**config.mk**
```make
export PLATFORM = sky130hd
export DESIGN_NAME = epcal_c2e
export DESIGN_NICKNAME = d
export VERILOG_FILES = /design/src/sv/epcal_pkg.sv /design/src/sv/epcal_c2e.sv
export SDC_FILE = /design/constraint.sdc
export NUM_CORES = 1
export LEC_CHECK = 0
export BUFFER_PORTS_ARGS = -buffer_cell sky130_fd_sc_hd__buf_2
export CAP_MARGIN = 10
export CORE_MARGIN = 1.5
export CORE_UTILIZATION = 55
export DETAILED_ROUTE_END_ITERATION = 8
export HOLD_SLACK_MARGIN = 0.06
export PLACE_DENSITY_LB_ADDON = 0.08
export SETUP_SLACK_MARGIN = 0.1
export SYNTH_ARGS = -nofsm -noshare
export SYNTH_HDL_FRONTEND = slang
export SYNTH_SLANG_ARGS = --single-unit
```
**constraint.sdc**
```tcl
create_clock -name clk -period 29.6 [get_ports clk]
set_clock_uncertainty 0.2 [all_clocks]
set_input_delay 2.96 -clock clk [delete_from_list [all_inputs] [get_ports clk]]
set_output_delay 2.96 -clock clk [all_outputs]
set_load 0.05 [all_outputs]
```
**src/sv/epcal_pkg.sv**
```systemverilog
// Shared types, constants and lookup functions of the epoch/calendar converter.
`timescale 1ns / 1ps
package epcal_pkg;

	localparam logic [15:0] YEAR_MIN       = 16'd1970;
	localparam logic [15:0] YEAR_MAX       = 16'd2199;
	localparam logic [15:0] YEAR_NO_LEAP   = 16'd2100;
	localparam logic [16:0] SECS_PER_HOUR  = 17'd3600;
	localparam logic [9:0]  DAY_ODD_FACTOR = 10'd675;
	localparam int unsigned DAY_SHIFT      = 7;

	// One result travelling down the pipe
	typedef struct packed {
		logic        op;
		logic [32:0] epoch;
		logic [15:0] year;
		logic [7:0]  month;
		logic [7:0]  mday;
		logic [7:0]  hour;
		logic [7:0]  minute;
		logic [7:0]  second;
		logic [2:0]  weekday;
		logic        time_valid;
		logic        converted;
	} res_t;

	// Result plus epoch split into whole days and seconds of day
	typedef struct packed {
		res_t        res;
		logic [16:0] days;
		logic [16:0] rem;
	} daysec_t;

	function automatic logic [8:0] days_before_month(input logic [3:0] idx);
		logic [8:0] v;
		unique case (idx)
			4'd0:    v = 9'd0;
			4'd1:    v = 9'd31;
			4'd2:    v = 9'd59;
			4'd3:    v = 9'd90;
			4'd4:    v = 9'd120;
			4'd5:    v = 9'd151;
			4'd6:    v = 9'd181;
			4'd7:    v = 9'd212;
			4'd8:    v = 9'd243;
			4'd9:    v = 9'd273;
			4'd10:   v = 9'd304;
			4'd11:   v = 9'd334;
			default: v = 9'd0;
		endcase
		return v;
	endfunction

	function automatic logic [4:0] days_in_month(input logic [3:0] idx);
		logic [4:0] v;
		unique case (idx)
			4'd1:                         v = 5'd28;
			4'd3, 4'd5, 4'd8, 4'd10:      v = 5'd30;
			default:                      v = 5'd31;
		endcase
		return v;
	endfunction

	// First day of year (March based) of month index mp
	function automatic logic [8:0] mp_day_offset(input logic [3:0] mp);
		logic [8:0] v;
		unique case (mp)
			4'd0:    v = 9'd0;
			4'd1:    v = 9'd31;
			4'd2:    v = 9'd61;
			4'd3:    v = 9'd92;
			4'd4:    v = 9'd122;
			4'd5:    v = 9'd153;
			4'd6:    v = 9'd184;
			4'd7:    v = 9'd214;
			4'd8:    v = 9'd245;
			4'd9:    v = 9'd275;
			4'd10:   v = 9'd306;
			4'd11:   v = 9'd337;
			default: v = 9'd0;
		endcase
		return v;
	endfunction

endpackage

```
**src/sv/epcal_c2e.sv**
```systemverilog
// Calendar to epoch stages: field checks, day count, seconds.
`timescale 1ns / 1ps
module epcal_c2e (
	input  logic               clk,
	input  logic               arst_n,
	input  logic               en,
	input  logic               in_valid,
	input  logic               op,
	input  logic [32:0]        epoch_in,
	input  logic [15:0]        year_in,
	input  logic [7:0]         month_in,
	input  logic [7:0]         mday_in,
	input  logic [7:0]         hour_in,
	input  logic [7:0]         minute_in,
	input  logic [7:0]         second_in,
	input  logic [7:0]         weekday_in,
	output logic               out_valid,
	output epcal_pkg::res_t    out_res
);
	import epcal_pkg::*;

	logic        mo_ok, yr_ok, conv, leap, day_ok, valid0;
	logic [15:0] yl, ya, yb, ys;
	logic [25:0] pa, dsum;
	logic [23:0] pb;
	logic [3:0]  midx;
	logic [8:0]  dbm;
	logic [4:0]  mlen;
	logic [13:0] lq;
	logic [19:0] hms;
	res_t        base;

	logic        v_s1, v_s2;
	res_t        base_s1, base_s2;
	logic [15:0] ys_s1, ya_s1, yb_s1;
	logic [25:0] dsum_s1, days_s2;
	logic [13:0] lq_s1;
	logic [9:0]  qa_s1;
	logic [7:0]  qb_s1;
	logic [19:0] hms_s1, hms_s2;

	logic [15:0] ra, rb;
	logic [9:0]  qa;
	logic [7:0]  qb;
	logic [25:0] days;
	logic [42:0] prod;
	logic [32:0] ep0, ep;
	res_t        res3;

	// stage 1: checks and reciprocal estimates
	always_comb begin
		mo_ok  = (month_in >= 8'd1) && (month_in <= 8'd12);
		yr_ok  = (year_in >= YEAR_MIN);
		conv   = mo_ok && yr_ok;
		yl     = (month_in < 8'd3) ? year_in - 16'd1 : year_in;
		ya     = yl - 16'd1900;
		yb     = yl - 16'd1600;
		ys     = year_in - YEAR_MIN;
		pa     = 26'(ya) * 26'd655;
		pb     = 24'(yb) * 24'd163;
		midx   = mo_ok ? 4'(month_in[3:0] - 4'd1) : 4'd0;
		dbm    = days_before_month(midx);
		mlen   = days_in_month(midx);
		leap   = (year_in[1:0] == 2'b00) && (year_in != YEAR_NO_LEAP);
		day_ok = (mday_in != 8'd0) && ((mday_in <= {3'b000, mlen}) ||
			((month_in == 8'd2) && (mday_in == 8'd29) && leap));
		valid0 = (weekday_in < 8'd7) && yr_ok && (year_in <= YEAR_MAX) && mo_ok &&
			day_ok && (hour_in < 8'd24) && (minute_in < 8'd60) && (second_in < 8'd60);
		dsum   = 26'(dbm) + 26'(mday_in) - 26'd1;
		lq     = 14'((yl - 16'd1968) >> 2);
		hms    = 20'(hour_in) * 20'd3600 + 20'(minute_in) * 20'd60 + 20'(second_in);
		base            = '0;
		base.op         = op;
		base.epoch      = epoch_in;
		base.year       = year_in;
		base.month      = month_in;
		base.mday       = mday_in;
		base.hour       = hour_in;
		base.minute     = minute_in;
		base.second     = second_in;
		base.time_valid = valid0;
		base.converted  = op | conv;
	end

	// stage 2: correct quotients, sum the day count
	always_comb begin
		ra   = ya_s1 - 16'(qa_s1) * 16'd100;
		qa   = qa_s1 + {9'b0, ra >= 16'd100};
		rb   = yb_s1 - 16'(qb_s1) * 16'd400;
		qb   = qb_s1 + {7'b0, rb >= 16'd400};
		days = 26'(ys_s1) * 26'd365 + dsum_s1 + 26'(lq_s1) - 26'(qa) + 26'(qb);
	end

	// stage 3: seconds, wrapped to 33 bits
	always_comb begin
		prod = 43'(days_s2) * 43'd86400;
		ep0  = prod[32:0] + 33'(hms_s2);
		ep   = base_s2.op ? base_s2.epoch : (base_s2.converted ? ep0 : 33'd0);
		res3       = base_s2;
		res3.epoch = ep;
	end

	always_ff @(posedge clk or negedge arst_n) begin
		if (!arst_n) begin
			v_s1      <= 1'b0;
			v_s2      <= 1'b0;
			out_valid <= 1'b0;
		end else if (en) begin
			v_s1      <= in_valid;
			v_s2      <= v_s1;
			out_valid <= v_s2;
		end
	end

	always_ff @(posedge clk) begin
		if (en) begin
			base_s1       <= base;
			ys_s1         <= ys;
			ya_s1         <= ya;
			yb_s1         <= yb;
			dsum_s1       <= dsum;
			lq_s1         <= lq;
			qa_s1         <= pa[25:16];
			qb_s1         <= pb[23:16];
			hms_s1        <= hms;
			base_s2       <= base_s1;
			days_s2       <= days;
			hms_s2        <= hms_s1;
			out_res       <= res3;
		end
	end

endmodule

```
==> reports/metrics.cfg <==
[run_status]
status = complete, no violations

[yosys]
synth.avg_cell_area_um2 = 11.74
ys_async_sr_fraction_pct = 0.7059
synthesis.area_um2 = 34350
ys_ff_latch = 425
synthFlopType = edfxtp_1
synthCells = 2926
synth_edf_count = 422
yosysWarnings = 0
ys_types = 84
yosysSeqAreaShare_pct = 37.11

[floorplan]
dieHeight_um = 252.9
rows = 91
ios = 198
coreArea_um2 = 61710
dieArea_um2 = 63960
die_w_um = 252.9
start_util_pct = 55.66

[clock_tree]
cts_setup_buffers = 0
ctsResizeCount = 0
cts_tree = done
numCtsBuffers = 49
holdBufCountCts = 0
htreeDepth = 2
clock_latency_ns = 0.62
cts_buffer_depth = 3
cts.clk_slew.worst_paths_ns = 0.06
cts-root-buf = clkbuf_16
clock_sink_count = 425

[timing]
rsz0062_at_grt = no
setup_viol = 0
period_share_pct = 40.09
slew_headroom_pct = 25.11
clock.fmax_ghz = 0.08427
hold_viol_final = 0
fin_tns_setup_ns = 0
slew_viol_final = 0
worstMarginPinSlew_ns = 1.120
finalCriticalPeriod_ns = 11.87

[placed_design]
dp_hpwl_mm = 60.26
port_buffers = 194
gp_congestion = 0.8942

[global_route]
grt_pass1_vias = 22426
globalRouteOverflowTotal = 0
grt_antenna_before_repair = 1
grt_start_max_net_pins = 167
grt_pass1_wl_mm = 117.7
track_usage_pct = 23.63

[routing]
viasPerCell = 5.282
drt_iter0_drc = 1005
dr_total_vias = 21330
ant_nets = 0
drt_first_pass_iters = 7
finalWirelength_mm = 73.20
wire_per_inst_um = 18.13
drc = 0

[critical_path]
slowest_delay_ns = 0.90
crit_type = input port to flip-flop
crit_path_max_fanout = 9
critPathLaunchType = input port
critPathArrivalTime_ns = 12.03
cp-end-kind = flip-flop
cp_slowest_cell = xor2_1
required_ns = 29.76

[final_layout]
layout-drive-gt1-share_pct = 10.16
synthToLayoutAreaGrowth_pct = 11.12
nets = 4086
mostFrequentLayoutCells = inv_1 (586), ha_1 (553), edfxtp_1 (422), fa_1 (272), buf_2 (193)
layout_commonest_cell = inv_1

[job]
drv_cap = 0

[min_path]
hold_class = flip-flop to flip-flop

-- cells by family (layout without fill, tap and decap cells) --
kind of cell,count (synthesis),count (layout),synth area share [%]
fa+ha+maj,825,825,36.00
simple gates,420,420,6.276
mux,8,8,0.2477
other cells,1,4,0.01092
compound gates,406,406,7.704
buf+inv,613,885,6.753
xor+xnor,228,228,5.901
flops,425,425,37.11
-- critical path: cells and delay by family --
| kind | cells | cell delay [ns] |
|---|---|---|
| AOI/OAI and AO/OA | 8 | 2.41 |
| xor gates and xnor gates | 3 | 1.68 |
| adders and majority gates | 8 | 3.20 |
| buffers and inverters | 3 | 0.53 |
| and+or+nand+nor | 6 | 1.21 |
-- layout make-up --
| type | instances | area (um2) |
|---|---|---|
| inverter | 587 | 2203 |
| fill | 4979 | 23540 |
| sequential | 425 | 12750 |
| tap | 837 | 1047 |
| clock buffer | 52 | 1237 |
| multi-input combinational | 1890 | 19290 |
| timing repair buffer | 206 | 1084 |
| clock inverter | 40 | 558.0 |
| antenna | 1 | 2.502 |
-- final timing paths --
| check | startpoint | to | slack, ns | cells after the start |
|---|---|---|---|---|
| max | year_in[1] | qa_s1[8] | 17.73 | 28 |
| min | base_s1[25] | base_s2[25] | 0.21 | 0 |
| max reg2reg | qa_s1[2] | days_s2[24] | 18.99 | 34 |
| min reg2reg | base_s1[25] | base_s2[25] | 0.21 | 0 |
| max in group asynchronous | arst_n | out_valid | 27.15 | 1 |
| min in group asynchronous | arst_n | v_s1 | 1.93 | 1 |
-- synthesized netlist by cell type, types with 5 or more instances --
cell type	number	share of area [%]
inv_1	586	6.4
ha_1	553	20
edfxtp_1	422	37
fa_1	272	16
xnor2_1	143	3.6
nand2_1	106	1.2
a21oi_1	103	1.5
o21ai_0	94	1.4
nor2_1	84	0.92
xor2_1	81	2.1
a21o_1	44	0.96
nor3_1	44	0.64
nand3_1	40	0.58
nand2b_1	31	0.56
o21bai_1	22	0.48
clkbuf_1	20	0.22
o21a_1	20	0.44
and3_1	18	0.33
nor2b_1	16	0.29
a211oi_1	12	0.26
nor4_1	12	0.22
o211ai_1	12	0.26
a22o_1	11	0.28
or3_1	11	0.20
a2111oi_0	10	0.25
a31oi_1	10	0.18
nand4_1	10	0.18
and2_1	8	0.15
o31ai_1	8	0.17
o2111ai_1	7	0.18
or2_2	7	0.13
nor3b_1	6	0.13
a21boi_0	5	0.11
-- stage by stage --
stage	worst slack [ns]	utilization (%)	cell area [um2]	hold WS, ns	std cells
after CTS	17.80	61.85	38170	0.2154	4037
after detailed placement	17.17	58.94	36370	0.2045	3945
after global routing	17.06	61.85	38170	0.2185	4037
after floorplan	18.57	-	34360	0.2003	2928
final	17.73	61.85	38170	0.2142	4038
after global placement	17.39	58.94	36370	0.2004	3945
-- flip-flops by register name, summed over array words and instances (netlist names) --
| name | flops |
|---|---|
| base_s1 | 92 |
| base_s2 | 92 |
| days_s2 | 26 |
| dsum_s1 | 11 |
| hms_s1 | 18 |
| hms_s2 | 18 |
| lq_s1 | 12 |
| out_res | 92 |
| out_valid | 1 |
| qa_s1 | 10 |
| qb_s1 | 8 |
| v_s1 | 1 |
| v_s2 | 1 |
| ya_s1 | 14 |
| yb_s1 | 14 |
| ys_s1 | 15 |
-- per-layer routing --
metal	share of wire, %	up-vias	GRT usage, %
met5	0	-	0
met4	2.7	0	6.792
met3	3.1	107	2.817
met2	51	311	42.60
met1	43	10464	29.82
li1	-	10448	-
Power is not shown: default switching activity piles up to over one toggle a cycle in this logic, so the estimate is an artifact.
