[src/sv/epcal_pkg.sv]
// Shared types, constants and lookup functions of the epoch/calendar converter.
`timescale 1ns / 1ps
package epcal_pkg;

	localparam logic [15:0] YEAR_MIN       = 16'd1970;
	localparam logic [15:0] YEAR_MAX       = 16'd2199;
	localparam logic [15:0] YEAR_NO_LEAP   = 16'd2100;
	localparam logic [16:0] SECS_PER_HOUR  = 17'd3600;
	localparam logic [9:0]  DAY_ODD_FACTOR = 10'd675;
	localparam int unsigned DAY_SHIFT      = 7;

	// One result travelling down the pipe
	typedef struct packed {
		logic        op;
		logic [32:0] epoch;
		logic [15:0] year;
		logic [7:0]  month;
		logic [7:0]  mday;
		logic [7:0]  hour;
		logic [7:0]  minute;
		logic [7:0]  second;
		logic [2:0]  weekday;
		logic        time_valid;
		logic        converted;
	} res_t;

	// Result plus epoch split into whole days and seconds of day
	typedef struct packed {
		res_t        res;
		logic [16:0] days;
		logic [16:0] rem;
	} daysec_t;

	function automatic logic [8:0] days_before_month(input logic [3:0] idx);
		logic [8:0] v;
		unique case (idx)
			4'd0:    v = 9'd0;
			4'd1:    v = 9'd31;
			4'd2:    v = 9'd59;
			4'd3:    v = 9'd90;
			4'd4:    v = 9'd120;
			4'd5:    v = 9'd151;
			4'd6:    v = 9'd181;
			4'd7:    v = 9'd212;
			4'd8:    v = 9'd243;
			4'd9:    v = 9'd273;
			4'd10:   v = 9'd304;
			4'd11:   v = 9'd334;
			default: v = 9'd0;
		endcase
		return v;
	endfunction

	function automatic logic [4:0] days_in_month(input logic [3:0] idx);
		logic [4:0] v;
		unique case (idx)
			4'd1:                         v = 5'd28;
			4'd3, 4'd5, 4'd8, 4'd10:      v = 5'd30;
			default:                      v = 5'd31;
		endcase
		return v;
	endfunction

	// First day of year (March based) of month index mp
	function automatic logic [8:0] mp_day_offset(input logic [3:0] mp);
		logic [8:0] v;
		unique case (mp)
			4'd0:    v = 9'd0;
			4'd1:    v = 9'd31;
			4'd2:    v = 9'd61;
			4'd3:    v = 9'd92;
			4'd4:    v = 9'd122;
			4'd5:    v = 9'd153;
			4'd6:    v = 9'd184;
			4'd7:    v = 9'd214;
			4'd8:    v = 9'd245;
			4'd9:    v = 9'd275;
			4'd10:   v = 9'd306;
			4'd11:   v = 9'd337;
			default: v = 9'd0;
		endcase
		return v;
	endfunction

endpackage

[src/sv/epcal_div.sv]
// Split epoch seconds into whole days and seconds of day.
`timescale 1ns / 1ps
module epcal_div (
	input  logic                 clk,
	input  logic                 arst_n,
	input  logic                 en,
	input  logic                 in_valid,
	input  epcal_pkg::res_t      in_res,
	output logic                 out_valid,
	output epcal_pkg::daysec_t   out_ds
);
	import epcal_pkg::*;

	logic [25:0] hi;
	logic [42:0] pq;
	logic        v_s4;
	res_t        base_s4;
	logic [16:0] qe_s4;
	logic [25:0] r;
	logic        rc;
	logic [16:0] q;
	logic [9:0]  r675;

	// 86400 = 675 << 7: divide the upper bits by 675
	assign hi = in_res.epoch[32:DAY_SHIFT];
	assign pq = 43'(hi) * 43'd99420;

	always_comb begin
		r    = base_s4.epoch[32:DAY_SHIFT] - 26'(qe_s4) * 26'(DAY_ODD_FACTOR);
		rc   = (r >= 26'(DAY_ODD_FACTOR));
		q    = qe_s4 + {16'b0, rc};
		r675 = rc ? 10'(r - 26'(DAY_ODD_FACTOR)) : r[9:0];
	end

	always_ff @(posedge clk or negedge arst_n) begin
		if (!arst_n) begin
			v_s4      <= 1'b0;
			out_valid <= 1'b0;
		end else if (en) begin
			v_s4      <= in_valid;
			out_valid <= v_s4;
		end
	end

	always_ff @(posedge clk) begin
		if (en) begin
			base_s4     <= in_res;
			qe_s4       <= pq[42:26];
			out_ds.res  <= base_s4;
			out_ds.days <= q;
			out_ds.rem  <= {r675, base_s4.epoch[DAY_SHIFT-1:0]};
		end
	end

endmodule

[config.mk]
export PLATFORM = sky130hd
export DESIGN_NAME = epcal_div
export DESIGN_NICKNAME = d
export VERILOG_FILES = /design/src/sv/epcal_pkg.sv /design/src/sv/epcal_div.sv
export SDC_FILE = /design/constraint.sdc
export NUM_CORES = 1
export LEC_CHECK = 0
export ABC_CLOCK_PERIOD_IN_PS = 6800
export BUFFER_PORTS_ARGS = -buffer_cell sky130_fd_sc_hd__buf_2
export CORE_MARGIN = 5
export CORE_UTILIZATION = 34
export CTS_CLUSTER_SIZE = 24
export DETAILED_ROUTE_END_ITERATION = 8
export SLEW_MARGIN = 25
export SYNTH_ARGS = -nofsm -noshare
export SYNTH_HDL_FRONTEND = slang
export SYNTH_SLANG_ARGS = --single-unit
[constraint.sdc]
create_clock -name clk -period 6.8 [get_ports clk]
set_input_delay 1.36 -clock clk [delete_from_list [all_inputs] [get_ports clk]]
set_output_delay 1.36 -clock clk [all_outputs]
set_load 0.005 [all_outputs]
==> results of run 1 <==
placed cells by master (no fill, tap or decap), types with 4 or more instances in the layout:
| cell | count |
|---|---|
| a211oi_1 | 10 |
| nor2_1 | 53 |
| nand2b_1 | 4 |
| nor3_1 | 9 |
| a21o_1 | 21 |
| o2111ai_1 | 4 |
| xor2_1 | 17 |
| nand4_1 | 9 |
| and3_4 | 4 |
| o21ai_0 | 21 |
| inv_1 | 315 |
| clkbuf_16 | 29 |
| nand2_1 | 33 |
| fa_1 | 160 |
| xnor2_1 | 40 |
| ha_1 | 269 |
| ha_4 | 4 |
| o21a_1 | 9 |
| buf_2 | 227 |
| nand3_1 | 22 |
| a21oi_1 | 42 |
| edfxtp_1 | 234 |
| and3_1 | 5 |
| o211ai_1 | 13 |
| a211o_1 | 5 |
| and2_1 | 7 |
| clkinv_4 | 4 |
| or3_1 | 4 |
| clkinv_2 | 5 |
| nor4_1 | 5 |
| o311a_1 | 4 |
| buf_4 | 156 |
| a31oi_1 | 7 |
timing repair:
item | 4_1_cts | 5_1_grt
pin swaps | 10 | 20
buffers inserted | 6 | 8
gates resized for setup | 8 | 21
hold endpoints to repair | 0 | 0
endpoints found under the setup margin | 9 | 10
worst max-delay path by stage:
stage	cells after the start	from	slack (ps)	to
global placement	21	in_res[82]	-250	qe_s4[16]$_DFFE_PP_
CTS	23	qe_s4[5]$_DFFE_PP_	20	out_ds[32]$_DFFE_PP_
detailed placement	20	in_res[81]	-250	qe_s4[16]$_DFFE_PP_
global route	25	qe_s4[5]$_DFFE_PP_	-40	out_ds[32]$_DFFE_PP_
floorplan	20	in_res[80]	170	qe_s4[16]$_DFFE_PP_
finish	23	qe_s4[5]$_DFFE_PP_	180	out_ds[32]$_DFFE_PP_
per-stage QoR:
| step | hold WS (ps) | setup WS [ps] | std cells | utilization | setup TNS, ps |
|---|---|---|---|---|---|
| 2_1_floorplan | 400.3 | 166.8 | 1434 | - | 0 |
| 4_1_cts | 416.2 | 17.02 | 2540 | 0.4206 | 0 |
| 6_report | 413.4 | 184.7 | 2548 | 0.4239 | 0 |
| 5_1_grt | 422.9 | -37.48 | 2548 | 0.4239 | -105.1 |
| 3_3_place_gp | 400.3 | -247.8 | 2480 | 0.4001 | -1005 |
| 3_5_place_dp | 404.5 | -247.1 | 2480 | 0.4001 | -1622 |
worst max-delay path, cell delays in order, from the launching register on:
cell	delay (ps)
edfxtp_1	400
buf_4	150
ha_1	300
fa_1	530
fa_1	440
fa_1	520
fa_1	540
inv_1	40
ha_1	210
a211o_1	350
a2111oi_4	370
nor3_2	130
a21o_1	190
o41a_1	400
xnor2_2	210
nand4b_1	140
or4_4	500
ha_4	190
and3_4	160
and3_4	180
nand2b_4	60
buf_6	120
nor4_1	60
xnor2_1	150
logic make-up (layout without fill, tap and decap cells):
group,after synthesis,count (layout),synth area share
AND/OR/NAND/NOR,187,187,0.05670
flip-flops,236,236,0.3954
XOR/XNOR,59,59,0.03006
adder cells (fa/ha/maj),434,434,0.3705
multiplexers,4,4,0.002656
buffers and inverters,333,759,0.07229
AO/OA/AOI/OAI,181,181,0.07236
sequential cells by signal (all words and copies together) (netlist names):
signal / cells
v_s4: 1
qe_s4: 17
out_valid: 1
base_s4: 95
out_ds: 122
routing by layer:
| metal | vias to the layer above | track usage | wire length [um] |
|---|---|---|---|
| li1 | 5736 | - | - |
| met1 | 5646 | 0.1758 | 17370 |
| met2 | 273 | 0.2537 | 20410 |
| met3 | 65 | 0.02234 | 2139 |
| met4 | 0 | 0.03839 | 1211 |
| met5 | - | 0 | 0 |
area by class of cell:
cell class | instances | area [sq um] | share of cell area
Clock buffer | 32 | 737.0 | 0.03321
Tap cell | 688 | 860.8 | 0.03880
Clock inverter | 22 | 246.5 | 0.01111
Sequential cell | 236 | 7077 | 0.3189
Timing Repair Buffer | 389 | 2405 | 0.1084
Multi-Input combinational cell | 865 | 9677 | 0.4361
Inverter | 316 | 1186 | 0.05346
==> reports/qor.yml, run 1 <==
yosys:
  yosysTopAreaCell: "edfxtp_1"
  synth_seq_area_share: 0.3954
  synth_cells: 1434
  yosysWarnings: 0
  syn_avg_cell_area_sq_um: 12.48
  syn-num-nets: 1967
  synth_top_area_frac: 0.3926
  yosysMostFrequentCell: "inv_1"
  synth.distinct_cells: 80
  ys_async_sr_fraction: 0.008475
  synth-edff-count: 234
  yosys_register_bits: 236
  yosys-top-cells-area: "edfxtp_1 (39%), ha_1 (19%), fa_1 (18%)"
  yosys-top-cells-count: "inv_1 (316), ha_1 (274), edfxtp_1 (234), fa_1 (160), nor2_1 (54)"
  syn_area_sq_um: 17900
  synthFlopType: "edfxtp_1"
hold_path:
  hold_class: "register to register"
  min_path_cells: 0
  hold_end: "out_ds[69]$_DFFE_PP_"
  min_from: "base_s4[35]$_DFFE_PP_"
worst_setup_path:
  end_kind: "register"
  required_ps: 7100
  arrival_ps: 6910
  worst-setup-path-type: "register to register"
  r2r.worst_path.cells: 23
  path_max_fanout: 4
  r2r_start: "qe_s4[5]$_DFFE_PP_"
  startpoint_type: "register"
  crit-reg2reg-capture: "out_ds[32]$_DFFE_PP_"
  rrSetupSlack_ps: 180
cts:
  cts-htree-levels: 1
  clock_path_buffers: 3
  clkLatencyLatePin_ps: 570
  path_clk_slew_ps: 60
  ctsHoldBuffers: 0
  cts_sinks: 236
  cts.root.buffer_cell: "clkbuf_16"
  cts_tree: "built"
  cts_made_buffers: 29
detailed_routing:
  drt_iter0_drc: 404
  avgRoutedWirePerCell_um: 16.14
  ant_nets: 0
  drc: 0
  dr.pass1.iters: 4
  finalWirelength_um: 41130
  drt-vias-per-instance: 4.600
  via_count: 11720
floorplan:
  num_io_pins: 229
  die_w_um: 239.4
  coreArea_sq_um: 52340
  die_y_um: 239.4
  rows: 84
  start_util: 0.3419
  dieArea_sq_um: 57330
grt:
  grt_pass1_vias: 12356
  grt_pass1_wl_um: 64630
  grt_max_degree: 140
  track_usage: 0.1408
  overflow: 0
  antenna_found_initial: 0
cells_and_area:
  design_area_sq_um: 22190
  synthToLayoutAreaGrowth_pct: 23.98
  antenna_cells: 0
  fillCellCount: 4929
  drive_above_1_share: 0.2597
  finalNetCount: 2370
sta:
  max_freq_mhz: 151.2
  final_max_slew_viol_count: 0
  finalHoldViolCount: 0
  period_share: 0.9728
  setup_viol: 0
  maxSlewHeadroom: 0.4766
  clock_skew_ps: 12.24
  fin_crit_ps: 6615
  worst_pin_slew_ps: 785.1
outcome:
  outcome: "complete, no violations"
job:
  max-cap-violations: 0
placement:
  gp_congestion: 0.8611
  dp_hpwl_um: 34640
  place_area_sq_um: 20940
  port_buffers: 228
Power of run 1 is left out: the tool's default activity adds up to more than one toggle a clock period on the data nets, which glitch-free logic cannot reach.
==> run 2, diff against run 1 <==
--- a/config.mk
+++ b/config.mk
@@ -11,6 +11,7 @@
 export CORE_UTILIZATION = 34
 export CTS_CLUSTER_SIZE = 24
 export DETAILED_ROUTE_END_ITERATION = 8
+export PLACE_DENSITY = 0.63
 export SLEW_MARGIN = 25
 export SYNTH_ARGS = -nofsm -noshare
 export SYNTH_HDL_FRONTEND = slang
==> run 2 against run 1 <==
- die area unchanged
- fmax is 0.54% lower
- global-route usage up 0.082 points
- setup slack lost 36 ps
- critical path depth is the same
- hold slack better by 2.1 ps
- cell count is 0.47% lower
- first-iteration DRC count is 6.2% higher
- routed wire length decreased by 0.36%
- sequential share of layout area is essentially flat
- register-to-register slack lost 40 ps
- clock skew is 2.5 ps higher
==> reports/qor.yml, run 2 (synthesized netlist as in run 1, its figures left out) <==
floorplan:
  dieArea_sq_um: 57330
  rows: 84
  num_io_pins: 229
  coreArea_sq_um: 52340
  die_y_um: 239.4
  die_w_um: 239.4
  start_util: 0.3419
cells_and_area:
  final_cell_count_no_fill: 2536
  multi_input_area_sq_um: 9697
  utilization: 0.4238
  synthToLayoutAreaGrowth_pct: 23.93
  final_cell_mix: "inv_1 (316), ha_1 (266), edfxtp_1 (234), buf_2 (227), fa_1 (159)"
  fillCellCount: 4881
  finalNetCount: 2359
  reg_top3: "out_ds x122, base_s4 x95, qe_s4 x17"
  drive_above_1_share: 0.2534
  largest_register_ffs: 122
  design_area_sq_um: 22180
  seqCellArea_sq_um: 7077
  final_common_cell: "inv_1"
  regMostFlops: "out_ds"
cts:
  cts_tree: "built"
  clkLatencyLatePin_ps: 570
  cts.root.buffer_cell: "clkbuf_16"
  cts_made_buffers: 28
  cts-htree-levels: 1
  path_clk_slew_ps: 60
  clock_path_buffers: 3
  cts_sinks: 236
  ctsHoldBuffers: 0
grt:
  grt_pass1_wl_um: 64930
  grt_pass1_vias: 12528
  track_usage: 0.1416
  overflow: 0
  antenna_found_initial: 1
  grt_max_degree: 134
sta:
  period_share: 0.9782
  tns_ps: 0
  worst_pin_slew_ps: 807.0
  finalHoldViolCount: 0
  final_max_slew_viol_count: 0
  maxSlewHeadroom: 0.4620
  max_freq_mhz: 150.3
  clock_skew_ps: 14.79
  fin_crit_ps: 6651
  setup_viol: 0
detailed_routing:
  via_count: 11645
  drc: 0
  finalWirelength_um: 40980
  ant_nets: 0
  drt_iter0_drc: 429
  dr.pass1.iters: 4
  drt-vias-per-instance: 4.592
  avgRoutedWirePerCell_um: 16.16
worst_setup_path:
  cp_common_cell: "fa_1"
  critical-path-top-delay-family: "adder cells"
  slowest_delay_ps: 600
  critPathSlowestCell: "or4_4"
  crit_buf_inv: 3
  required_ps: 7110
  path_max_fanout: 4
  end_kind: "register"
  worst-setup-path-type: "register to register"
  startpoint_type: "register"
  cp_cell_sequence: "buf_4, ha_4, fa_1, fa_1, fa_1, fa_1, inv_1, ha_4, and3_4, a311o_1, a41o_1, o211a_4, o41a_1, xnor2_2, nand4b_1, or4_4, ha_4, and3_1, and3_1, nand2b_1, buf_6, nor4_1, xnor2_1"
  arrival_ps: 6960
hold_path:
  hold_class: "register to register"
placement:
  place_area_sq_um: 20860
  port_buffers: 228
  dp_hpwl_um: 34560
  dp_cells: 2469
  gp_congestion: 0.8546
job:
  max-cap-violations: 0
outcome:
  outcome: "complete, no violations"
## run 2: cell types whose count changed in the layout (fill, tap and decap cells not counted), moves of 2 or more
cell,change
and3_1,+2
and3_4,-2
buf_4,-9
bufinv_16,+4
clkinvlp_4,-2
ha_1,-3
ha_4,+4
inv_6,-2
## run 2: worst paths after layout
kind                                            start  cells after the start  slack (ps)               endpoint
worst max-delay path               qe_s4[5]$_DFFE_PP_                     23         150   out_ds[32]$_DFFE_PP_
worst min-delay path            base_s4[65]$_DFFE_PP_                      0         420   out_ds[99]$_DFFE_PP_
worst max register to register     qe_s4[5]$_DFFE_PP_                     23         150   out_ds[32]$_DFFE_PP_
worst min register to register  base_s4[65]$_DFFE_PP_                      0         420   out_ds[99]$_DFFE_PP_
max in group asynchronous                      arst_n                      1        6140       v_s4$_DFFE_PN0P_
min in group asynchronous                      arst_n                      1         570  out_valid$_DFFE_PN0P_
## run 2: layout make-up
class | instances | area share
Antenna cell | 1 | 0.0001128
Clock buffer | 31 | 0.03210
Clock inverter | 20 | 0.01438
Inverter | 316 | 0.05348
Multi-Input combinational cell | 865 | 0.4372
Sequential cell | 236 | 0.3191
Tap cell | 688 | 0.03881
Timing Repair Buffer | 379 | 0.1049
## run 2: layer usage
| layer | wire (um) | vias up | track usage |
|---|---|---|---|
| met3 | 2252 | 63 | 0.02637 |
| li1 | - | 5724 | - |
| met1 | 17230 | 5579 | 0.1743 |
| met4 | 1002 | 0 | 0.03476 |
| met5 | 0 | - | 0 |
| met2 | 20500 | 279 | 0.2571 |
## run 2: worst register-to-register path, delay by kind of cell, from the launching register on
family                     cells  cell delay (ps)
adders and majority gates      7             2630
buffers and inverters          3              370
AOI/OAI and AO/OA              4             1220
xor gates and xnor gates       2              370
and+or+nand+nor                7             1390
DFF                            1              420
## run 2: per-stage QoR
step	hold slack [ps]	setup slack, ps
floorplan	400.3	166.8
global placement	400.4	-249.1
detailed placement	404.5	-244.0
CTS	415.6	1.466
global route	424.9	-44.57
finish	415.4	148.5
## run 2: timing repair
item,4_1_cts,5_1_grt
setup buffers,1,14
endpoints found under the setup margin,14,14
gates cloned,0,0
gates resized for setup,3,23
pin swaps,0,33
Power of run 2 is left out for the same reason.
