<file path="config.mk">
export PLATFORM = sky130hd
export DESIGN_NAME = epcal_obuf
export DESIGN_NICKNAME = d
export VERILOG_FILES = /design/src/sv/epcal_pkg.sv /design/src/sv/epcal_obuf.sv
export SDC_FILE = /design/constraint.sdc
export NUM_CORES = 1
export LEC_CHECK = 0
export ABC_AREA = 1
export BUFFER_PORTS_ARGS = -buffer_cell sky130_fd_sc_hd__buf_4
export CAP_MARGIN = 10
export CORE_ASPECT_RATIO = 1.2
export CORE_MARGIN = 2
export CORE_UTILIZATION = 48
export CTS_CLUSTER_DIAMETER = 30
export DETAILED_ROUTE_END_ITERATION = 10
export PLACE_DENSITY = 0.84
export SLEW_MARGIN = 10
export SYNTH_ARGS = -nofsm -noshare
export SYNTH_HDL_FRONTEND = slang
export SYNTH_SLANG_ARGS = --single-unit
</file>
<file path="constraint.sdc">
create_clock -name clk -period 7.3 [get_ports clk]
set_clock_uncertainty 0.05 [all_clocks]
set_input_delay 0.365 -clock clk [delete_from_list [all_inputs] [get_ports clk]]
set_output_delay 0.365 -clock clk [all_outputs]
set_load 0.05 [all_outputs]
</file>
<file path="src/sv/epcal_pkg.sv">
// Shared types, constants and lookup functions of the epoch/calendar converter.
`timescale 1ns / 1ps
package epcal_pkg;

	localparam logic [15:0] YEAR_MIN       = 16'd1970;
	localparam logic [15:0] YEAR_MAX       = 16'd2199;
	localparam logic [15:0] YEAR_NO_LEAP   = 16'd2100;
	localparam logic [16:0] SECS_PER_HOUR  = 17'd3600;
	localparam logic [9:0]  DAY_ODD_FACTOR = 10'd675;
	localparam int unsigned DAY_SHIFT      = 7;

	// One result travelling down the pipe
	typedef struct packed {
		logic        op;
		logic [32:0] epoch;
		logic [15:0] year;
		logic [7:0]  month;
		logic [7:0]  mday;
		logic [7:0]  hour;
		logic [7:0]  minute;
		logic [7:0]  second;
		logic [2:0]  weekday;
		logic        time_valid;
		logic        converted;
	} res_t;

	// Result plus epoch split into whole days and seconds of day
	typedef struct packed {
		res_t        res;
		logic [16:0] days;
		logic [16:0] rem;
	} daysec_t;

	function automatic logic [8:0] days_before_month(input logic [3:0] idx);
		logic [8:0] v;
		unique case (idx)
			4'd0:    v = 9'd0;
			4'd1:    v = 9'd31;
			4'd2:    v = 9'd59;
			4'd3:    v = 9'd90;
			4'd4:    v = 9'd120;
			4'd5:    v = 9'd151;
			4'd6:    v = 9'd181;
			4'd7:    v = 9'd212;
			4'd8:    v = 9'd243;
			4'd9:    v = 9'd273;
			4'd10:   v = 9'd304;
			4'd11:   v = 9'd334;
			default: v = 9'd0;
		endcase
		return v;
	endfunction

	function automatic logic [4:0] days_in_month(input logic [3:0] idx);
		logic [4:0] v;
		unique case (idx)
			4'd1:                         v = 5'd28;
			4'd3, 4'd5, 4'd8, 4'd10:      v = 5'd30;
			default:                      v = 5'd31;
		endcase
		return v;
	endfunction

	// First day of year (March based) of month index mp
	function automatic logic [8:0] mp_day_offset(input logic [3:0] mp);
		logic [8:0] v;
		unique case (mp)
			4'd0:    v = 9'd0;
			4'd1:    v = 9'd31;
			4'd2:    v = 9'd61;
			4'd3:    v = 9'd92;
			4'd4:    v = 9'd122;
			4'd5:    v = 9'd153;
			4'd6:    v = 9'd184;
			4'd7:    v = 9'd214;
			4'd8:    v = 9'd245;
			4'd9:    v = 9'd275;
			4'd10:   v = 9'd306;
			4'd11:   v = 9'd337;
			default: v = 9'd0;
		endcase
		return v;
	endfunction

endpackage

</file>
<file path="src/sv/epcal_obuf.sv">
// Two-entry output buffer between the pipe and the result channel.
`timescale 1ns / 1ps
module epcal_obuf (
	input  logic               clk,
	input  logic               arst_n,
	input  logic               in_valid,
	input  epcal_pkg::res_t    in_res,
	output logic               ready,
	output logic               out_valid,
	input  logic               out_stall,
	output epcal_pkg::res_t    out_res
);
	import epcal_pkg::*;

	res_t       mem_q [2];
	logic [1:0] count_q;
	logic       wr_q, rd_q, push, pop;

	assign ready     = (count_q != 2'd2);
	assign out_valid = (count_q != 2'd0);
	assign out_res   = mem_q[rd_q];
	assign push      = in_valid && ready;
	assign pop       = out_valid && !out_stall;

	always_ff @(posedge clk or negedge arst_n) begin
		if (!arst_n) begin
			count_q <= 2'd0;
			wr_q    <= 1'b0;
			rd_q    <= 1'b0;
		end else begin
			if (push) wr_q <= ~wr_q;
			if (pop)  rd_q <= ~rd_q;
			unique case ({push, pop})
				2'b10:   count_q <= count_q + 2'd1;
				2'b01:   count_q <= count_q - 2'd1;
				default: count_q <= count_q;
			endcase
		end
	end

	always_ff @(posedge clk) begin
		if (push) mem_q[wr_q] <= in_res;
	end

endmodule

</file>
==> results of run 1 <==
[registers in the layout (all words and copies together), names as in the netlist]
register  flops
rd_q          1
mem_q       190
count_q       2
wr_q          1
[cells in the final DEF (no fill, tap or decap), types with 3 or more instances in the layout]
| cell | instances |
|---|---|
| buf_4 | 199 |
| clkinv_1 | 4 |
| edfxtp_1 | 190 |
| nand2_1 | 295 |
| dfrtp_1 | 3 |
| clkbuf_16 | 17 |
| inv_1 | 7 |
[kinds of logic (layout without fill, tap and decap cells)]
| group | Yosys count | after routing |
|---|---|---|
| xor gates and xnor gates | 1 | 1 |
| buffers and inverters | 29 | 238 |
| and+or+nand+nor | 301 | 301 |
| DFF | 194 | 194 |
| AOI/OAI and AO/OA | 1 | 1 |
| adders and majority gates | 1 | 1 |
[layer usage]
layer,share of wire (%),global-route usage [%]
met5,0,0
met4,2.0,6.49
met3,6.6,5.54
met2,52,31.0
met1,39,21.2
[where the power goes]
group | switching [mW] | internal [mW] | leakage, nW | total (mW)
clock | 0.376 | 0.428 | 0.239 | 0.804
combinational | 1.54 | 0.532 | 1.90 | 2.08
sequential | 0.142 | 1.52 | 1.81 | 1.66
total | 2.06 | 2.48 | 3.95 | 4.54
[cell type report]
class,count,area [um2]
Clock inverter,11,66.3
Multi-Input combinational cell,304,1180
Timing Repair Buffer,200,1500
Tap cell,200,250
Sequential cell,194,5810
Inverter,8,32.5
Clock buffer,19,433
Fill cell,1021,5200
[worst max path at each step]
| stage | slack, ns | start | end | cells after the start |
|---|---|---|---|---|
| 5_1_grt | 3.89 | rd_q$_DFFE_PN0P_ | out_res[78] | 4 |
| 3_3_place_gp | 4.63 | rd_q$_DFFE_PN0P_ | out_res[92] | 4 |
| 2_1_floorplan | 1.72 | count_q[0]$_DFFE_PN0P_ | mem_q[1][0]$_DFFE_PP_ | 4 |
| 6_report | 4.11 | rd_q$_DFFE_PN0P_ | out_res[78] | 4 |
| 3_5_place_dp | 4.53 | rd_q$_DFFE_PN0P_ | out_res[78] | 4 |
| 4_1_cts | 4.06 | rd_q$_DFFE_PN0P_ | out_res[78] | 4 |
[worst max-delay path: stages, from the launching register on]
cell and delay (ns):
dfrtp_4 1.12, inv_4 0.59, nand2_1 0.24, nand2_1 0.11, buf_4 0.20
[stage by stage]
step | power, mW | utilization [%] | hold slack (ns) | cell area (um2) | cells
finish | 4.54 | 64.1 | 0.0796 | 9270 | 936
global route | 4.74 | 64.1 | 0.0564 | 9270 | 936
CTS | 4.58 | 64.1 | 0.0587 | 9270 | 936
detailed placement | 3.78 | 60.5 | 0.116 | 8760 | 905
global placement | 3.73 | 60.5 | 0.112 | 8760 | 905
floorplan | 3.17 | - | 0.0194 | 7140 | 527
[repair_timing]
item                      in CTS  in global routing
hold endpoints to repair       4                  0
buffers inserted               0                  0
hold buffers                   1                  0
==> results_dict.tcl, run 1 <==
set metrics [dict create \
    syn_avg_cell_area_um2 13.5 \
    hold-path-endpoint "mem_q[1][12]$_DFFE_PP_" \
    power.ir.vdd_worst_mv 0.335 \
    dr.pass1.iters 4 \
    yosys_warnings 0 \
    start_util_pct 49.3 \
    synth-simple-area-share_pct 15.9 \
    io_pins 196 \
    die_x_um 115 \
    rsz0062_at_grt "false" \
    ys_types 14 \
    dp_worst_setup_slack_ns 4.53 \
    synth_xor_area_share_pct 0.123 \
    post-route-period-util_pct 43.7 \
    synth_top_flop_cell "edfxtp_1" \
    fmax_mhz 314 \
    whs_path_depth 1 \
    yosysTopAreaCellShare_pct 79.9 \
    power_leakage_nw 3.95 \
    worstSetupStartpointType "flip-flop" \
    timing.rr.end "rd_q$_DFFE_PN0P_" \
    rr_startpoint "rd_q$_DFFE_PN0P_" \
    r2r_setup_slack_ns 5.06 \
    syn_area_um2 7140 \
    grt_max_degree 98 \
    finalWorstSetupSlack_ns 4.11 \
    hpwl_mm 9.40 \
    wl_mm 14.5 \
    criticalPathCategory "flip-flop to output port" \
    netlist_top_cells_area "edfxtp_1 80%, nand2_1 16%, dfrtp_1 1.4%, buf_4 0.95%, buf_2 0.70%" \
    synthAdderAreaFrac_pct 0.175 \
    drtIter0Drc 239 \
    grt_pass1_vias 4500 \
    cp_max_fo 97 \
    n_antenna_cell 0 \
    drv_slew 0 \
    powerDensity_nw_per_um2 490 \
    clk-insertion-delay-late_ns 0.41 \
    fin_crit_ns 3.19 \
    cp.arrival_ns 2.77 \
    relSlewSlack_pct 29.7 \
    min_path_type "input port to flip-flop" \
    antenna_found_initial 0 \
    maxCapViolCount 0 \
    cp-end-kind "output port" \
    cts_root_buffer "clkbuf_16" \
    clk_pin_slew_worst_paths_ns 0.07 \
    final_antenna_net_count 0 \
    grt-ovfl-total 0 \
    yosys.area.top_type "edfxtp_1" \
    final_nets 825 \
    vias_per_cell 4.83 \
    synthArstFlopShare_pct 2.06 \
    clkSinkCount 194 \
    setup_tns_ns 0 \
    hold_start "in_res[12]" \
    rows 48 \
    ys_ff_latch 194 \
    worst_r2r_path_depth 3 \
    die_area_um2 15900 \
    core_um2 14500 \
    routed-via-count 4520 \
    clockBufferDepth 2 \
    report.final.setup_viol 0 \
    netlist_top_cells_count "295 x nand2_1, 190 x edfxtp_1, 10 x buf_2, 9 x buf_4, 7 x inv_1" \
    status "finished clean" \
    muxShareOfSynthArea_pct 0 \
    synth_top_family_by_area "simple AND/OR/NAND/NOR gates" \
    worst_slew_pin_slew_ns 1.05 \
    syn_nets 627 \
    cts-buffers-inserted 17 \
    synth_compound_area_share_pct 0.0701 \
    crit_required_ns 6.88 \
    drcViolationCount 0 \
    synth_edf_count 190 \
    wire_per_inst_um 15.5 \
    ys_seq_area_share_pct 81.3 \
    syn_to_final_growth_pct 29.9 \
    cts_resized 0 \
    grtUsageTotal_pct 17.9 \
    h-tree-depth 4 \
    fp.dieH_um 138 \
    timing_hold_violations_final 0 \
    cts_tree "yes" \
    drive_above_1_share_pct 30.8 \
    syn_inst 527 \
    io_buffers 195 \
    yosysMostFrequentCell "nand2_1" \
    grt_pass1_wl_mm 21.6 \
    place.gp.congestion 0.722 \
]
No activity file was read; power rests on OpenSTA's default activity.
==> inputs of run 2 (changes only) <==
--- a/config.mk
+++ b/config.mk
@@ -10,10 +10,10 @@
 export CAP_MARGIN = 10
 export CORE_ASPECT_RATIO = 1.2
 export CORE_MARGIN = 2
-export CORE_UTILIZATION = 48
+export CORE_UTILIZATION = 47
 export CTS_CLUSTER_DIAMETER = 30
 export DETAILED_ROUTE_END_ITERATION = 10
-export PLACE_DENSITY = 0.84
+export PLACE_DENSITY = 0.86
 export SLEW_MARGIN = 10
 export SYNTH_ARGS = -nofsm -noshare
 export SYNTH_HDL_FRONTEND = slang
==> constraint.sdc (replaced) <==
create_clock -name clk -period 2.85 [get_ports clk]
set_clock_uncertainty 0.05 [all_clocks]
set_input_delay 0.1425 -clock clk [delete_from_list [all_inputs] [get_ports clk]]
set_output_delay 0.1425 -clock clk [all_outputs]
set_load 0.05 [all_outputs]
==> run 2 against run 1 <==
Against the previous run: routed wire length is 17% higher; non-clock buffer count rose by 102; first-iteration DRC count up 79%; worst hold slack gained 0.31 ns; combinational power grew to 2.8 times the previous value; utilization increased by 6.0 points; cell count increased by 12%; register-to-register slack worse by 4.1 ns; global-route usage rose by 3.3 points; die area grew 2.1%; cell area increased by 12%; largest cell class unchanged; largest power group unchanged.
==> results_dict.tcl, run 2 (synthesis gave the netlist of run 1 again) <==
set metrics [dict create \
    switchingPower_mw 5.46 \
    startpoint "rd_q$_DFFE_PN0P_" \
    wire_per_inst_um 16.2 \
    fp.dieH_um 139 \
    path_buf_inv 3 \
    seq_area_um2 5810 \
    cts_resized 0 \
    clk-insertion-delay-late_ns 0.42 \
    fmax_mhz 411 \
    final_cell_mix "294 x nand2_1, 201 x buf_4, 190 x edfxtp_1" \
    cp.arrival_ns 2.24 \
    wl_mm 16.9 \
    dr.pass1.iters 4 \
    power.ir.vdd_worst_mv 0.713 \
    rows 49 \
    crit_chain "inv_4, buf_4, nand2_1, nand2_1, buf_4" \
    io_buffers 195 \
    finalCoreUtilization_pct 70.0 \
    grt-ovfl-total 0 \
    io_pins 196 \
    largest_register_ffs 190 \
    power_mw 12.3 \
    grt_max_degree 69 \
    rsz0062_at_grt "false" \
    postPlaceCellArea_um2 8820 \
    fin_hold_ws_ns 0.394 \
    multiInputGateArea_um2 1180 \
    setup_tns_ns 0 \
    die_area_um2 16200 \
    post_cts_buffers 0 \
    crit_required_ns 2.66 \
    drv_slew 0 \
    clockBufferDepth 2 \
    antenna_found_initial 0 \
    final_nets 927 \
    criticalPathCategory "flip-flop to output port" \
    clk_pin_slew_worst_paths_ns 0.07 \
    n_antenna_cell 0 \
    timing_hold_violations_final 0 \
    finalWorstSetupSlack_ns 0.419 \
    cp_num_cells 5 \
    maxCapViolCount 0 \
    grt_pass1_wl_mm 26.0 \
    dp_cells 913 \
    start_util_pct 47.9 \
    syn_to_final_growth_pct 46.1 \
    drcViolationCount 0 \
    layout_commonest_cell "nand2_1" \
    hpwl_mm 9.62 \
    max_stage_delay_ns 0.65 \
    vias_per_cell 4.81 \
    cp-end-kind "output port" \
    cp_top_family "buffers and inverters" \
    post-route-period-util_pct 85.3 \
    timing.rr.end "mem_q[0][40]$_DFFE_PP_" \
    sw_frac_of_total_pct 44.3 \
    clkSinkCount 194 \
    core_um2 14900 \
    routed-via-count 5024 \
    cts-buffers-inserted 17 \
    drtIter0Drc 428 \
    min_path_type "input port to flip-flop" \
    cts_tree "yes" \
    largest_register "mem_q" \
    report.final.setup_viol 0 \
    r2r_setup_slack_ns 0.96 \
    status "finished clean" \
    worstSetupStartpointType "flip-flop" \
    die_x_um 117 \
    worst_r2r_path_depth 5 \
    clkPwrFrac_pct 20.0 \
    p_seq_share_pct 33.6 \
    p_int_mw 6.86 \
    grt_pass1_vias 5367 \
    final_antenna_net_count 0 \
    cp_max_fo 36 \
    place.gp.congestion 0.753 \
    slowest_stage "dfrtp_4" \
    fin_crit_ns 2.43 \
    nFillCells 920 \
    dp_worst_setup_slack_ns 0.899 \
    rr_startpoint "count_q[0]$_DFFE_PN0P_" \
    comb_power_share_pct 46.4 \
    worst_slew_pin_slew_ns 0.727 \
    cts_root_buffer "clkbuf_16" \
    h-tree-depth 4 \
    final_cell_count_no_fill 1044 \
    endpoint "out_res[48]" \
    power_leakage_nw 4.44 \
    powerDensity_nw_per_um2 1180 \
    reg_top3 "mem_q: 190 flops, count_q: 2 flops" \
    grtUsageTotal_pct 21.3 \
    drive_above_1_share_pct 28.1 \
    final_design_area_no_fill_um2 10400 \
    relSlewSlack_pct 51.5 \
]
run 2: cell types whose count changed in the layout (fill, tap and decap cells not counted), sizes merged:
cell         before  now
inv              10   11
buf             199  203
bufinv            0    4
dlygate4sd3       1   99
clkinv            7    5
clkbuf           19   18
run 2: repair_timing:
action / 4_1_cts / 5_1_grt
endpoints found under the setup margin: 0 / 0
hold buffers: 99 / 0
hold endpoints to repair: 196 / 0
run 2: final cells by class:
class	instances	area share, %
multi-input combinational	304	11.3
inverter	8	0.312
clock buffer	18	4.11
sequential	194	55.7
tap	204	2.45
clock inverter	14	1.78
timing repair buffer	302	24.4
run 2: how the worst min path moves through the flow:
| stage | from | end | slack (ns) | cells after the start |
|---|---|---|---|---|
| 2_1_floorplan | arst_n | count_q[0]$_DFFE_PN0P_ | -0.20 | 0 |
| 3_3_place_gp | arst_n | rd_q$_DFFE_PN0P_ | -0.11 | 1 |
| 3_5_place_dp | arst_n | rd_q$_DFFE_PN0P_ | -0.11 | 1 |
| 4_1_cts | in_res[62] | mem_q[1][62]$_DFFE_PP_ | 0.37 | 2 |
| 5_1_grt | in_res[41] | mem_q[1][41]$_DFFE_PP_ | 0.38 | 2 |
| 6_report | in_res[52] | mem_q[0][52]$_DFFE_PP_ | 0.39 | 2 |
run 2: layer usage:
| metal | GRT usage [%] | part of all wire (%) |
|---|---|---|
| met5 | 0 | 0 |
| met2 | 39.1 | 55 |
| met4 | 8.90 | 2.7 |
| met3 | 4.94 | 5.8 |
| met1 | 23.0 | 37 |
run 2: power groups by stage:
| stage | Clock (mW) | Sequential (mW) | Combinational, mW |
|---|---|---|---|
| 6_report | 2.46 | 4.14 | 5.72 |
| 5_1_grt | 2.61 | 4.20 | 6.04 |
| 4_1_cts | 2.50 | 4.14 | 5.68 |
| 3_5_place_dp | 0 | 4.19 | 5.55 |
| 3_3_place_gp | 0 | 4.17 | 5.46 |
| 2_1_floorplan | 0 | 4.09 | 3.96 |
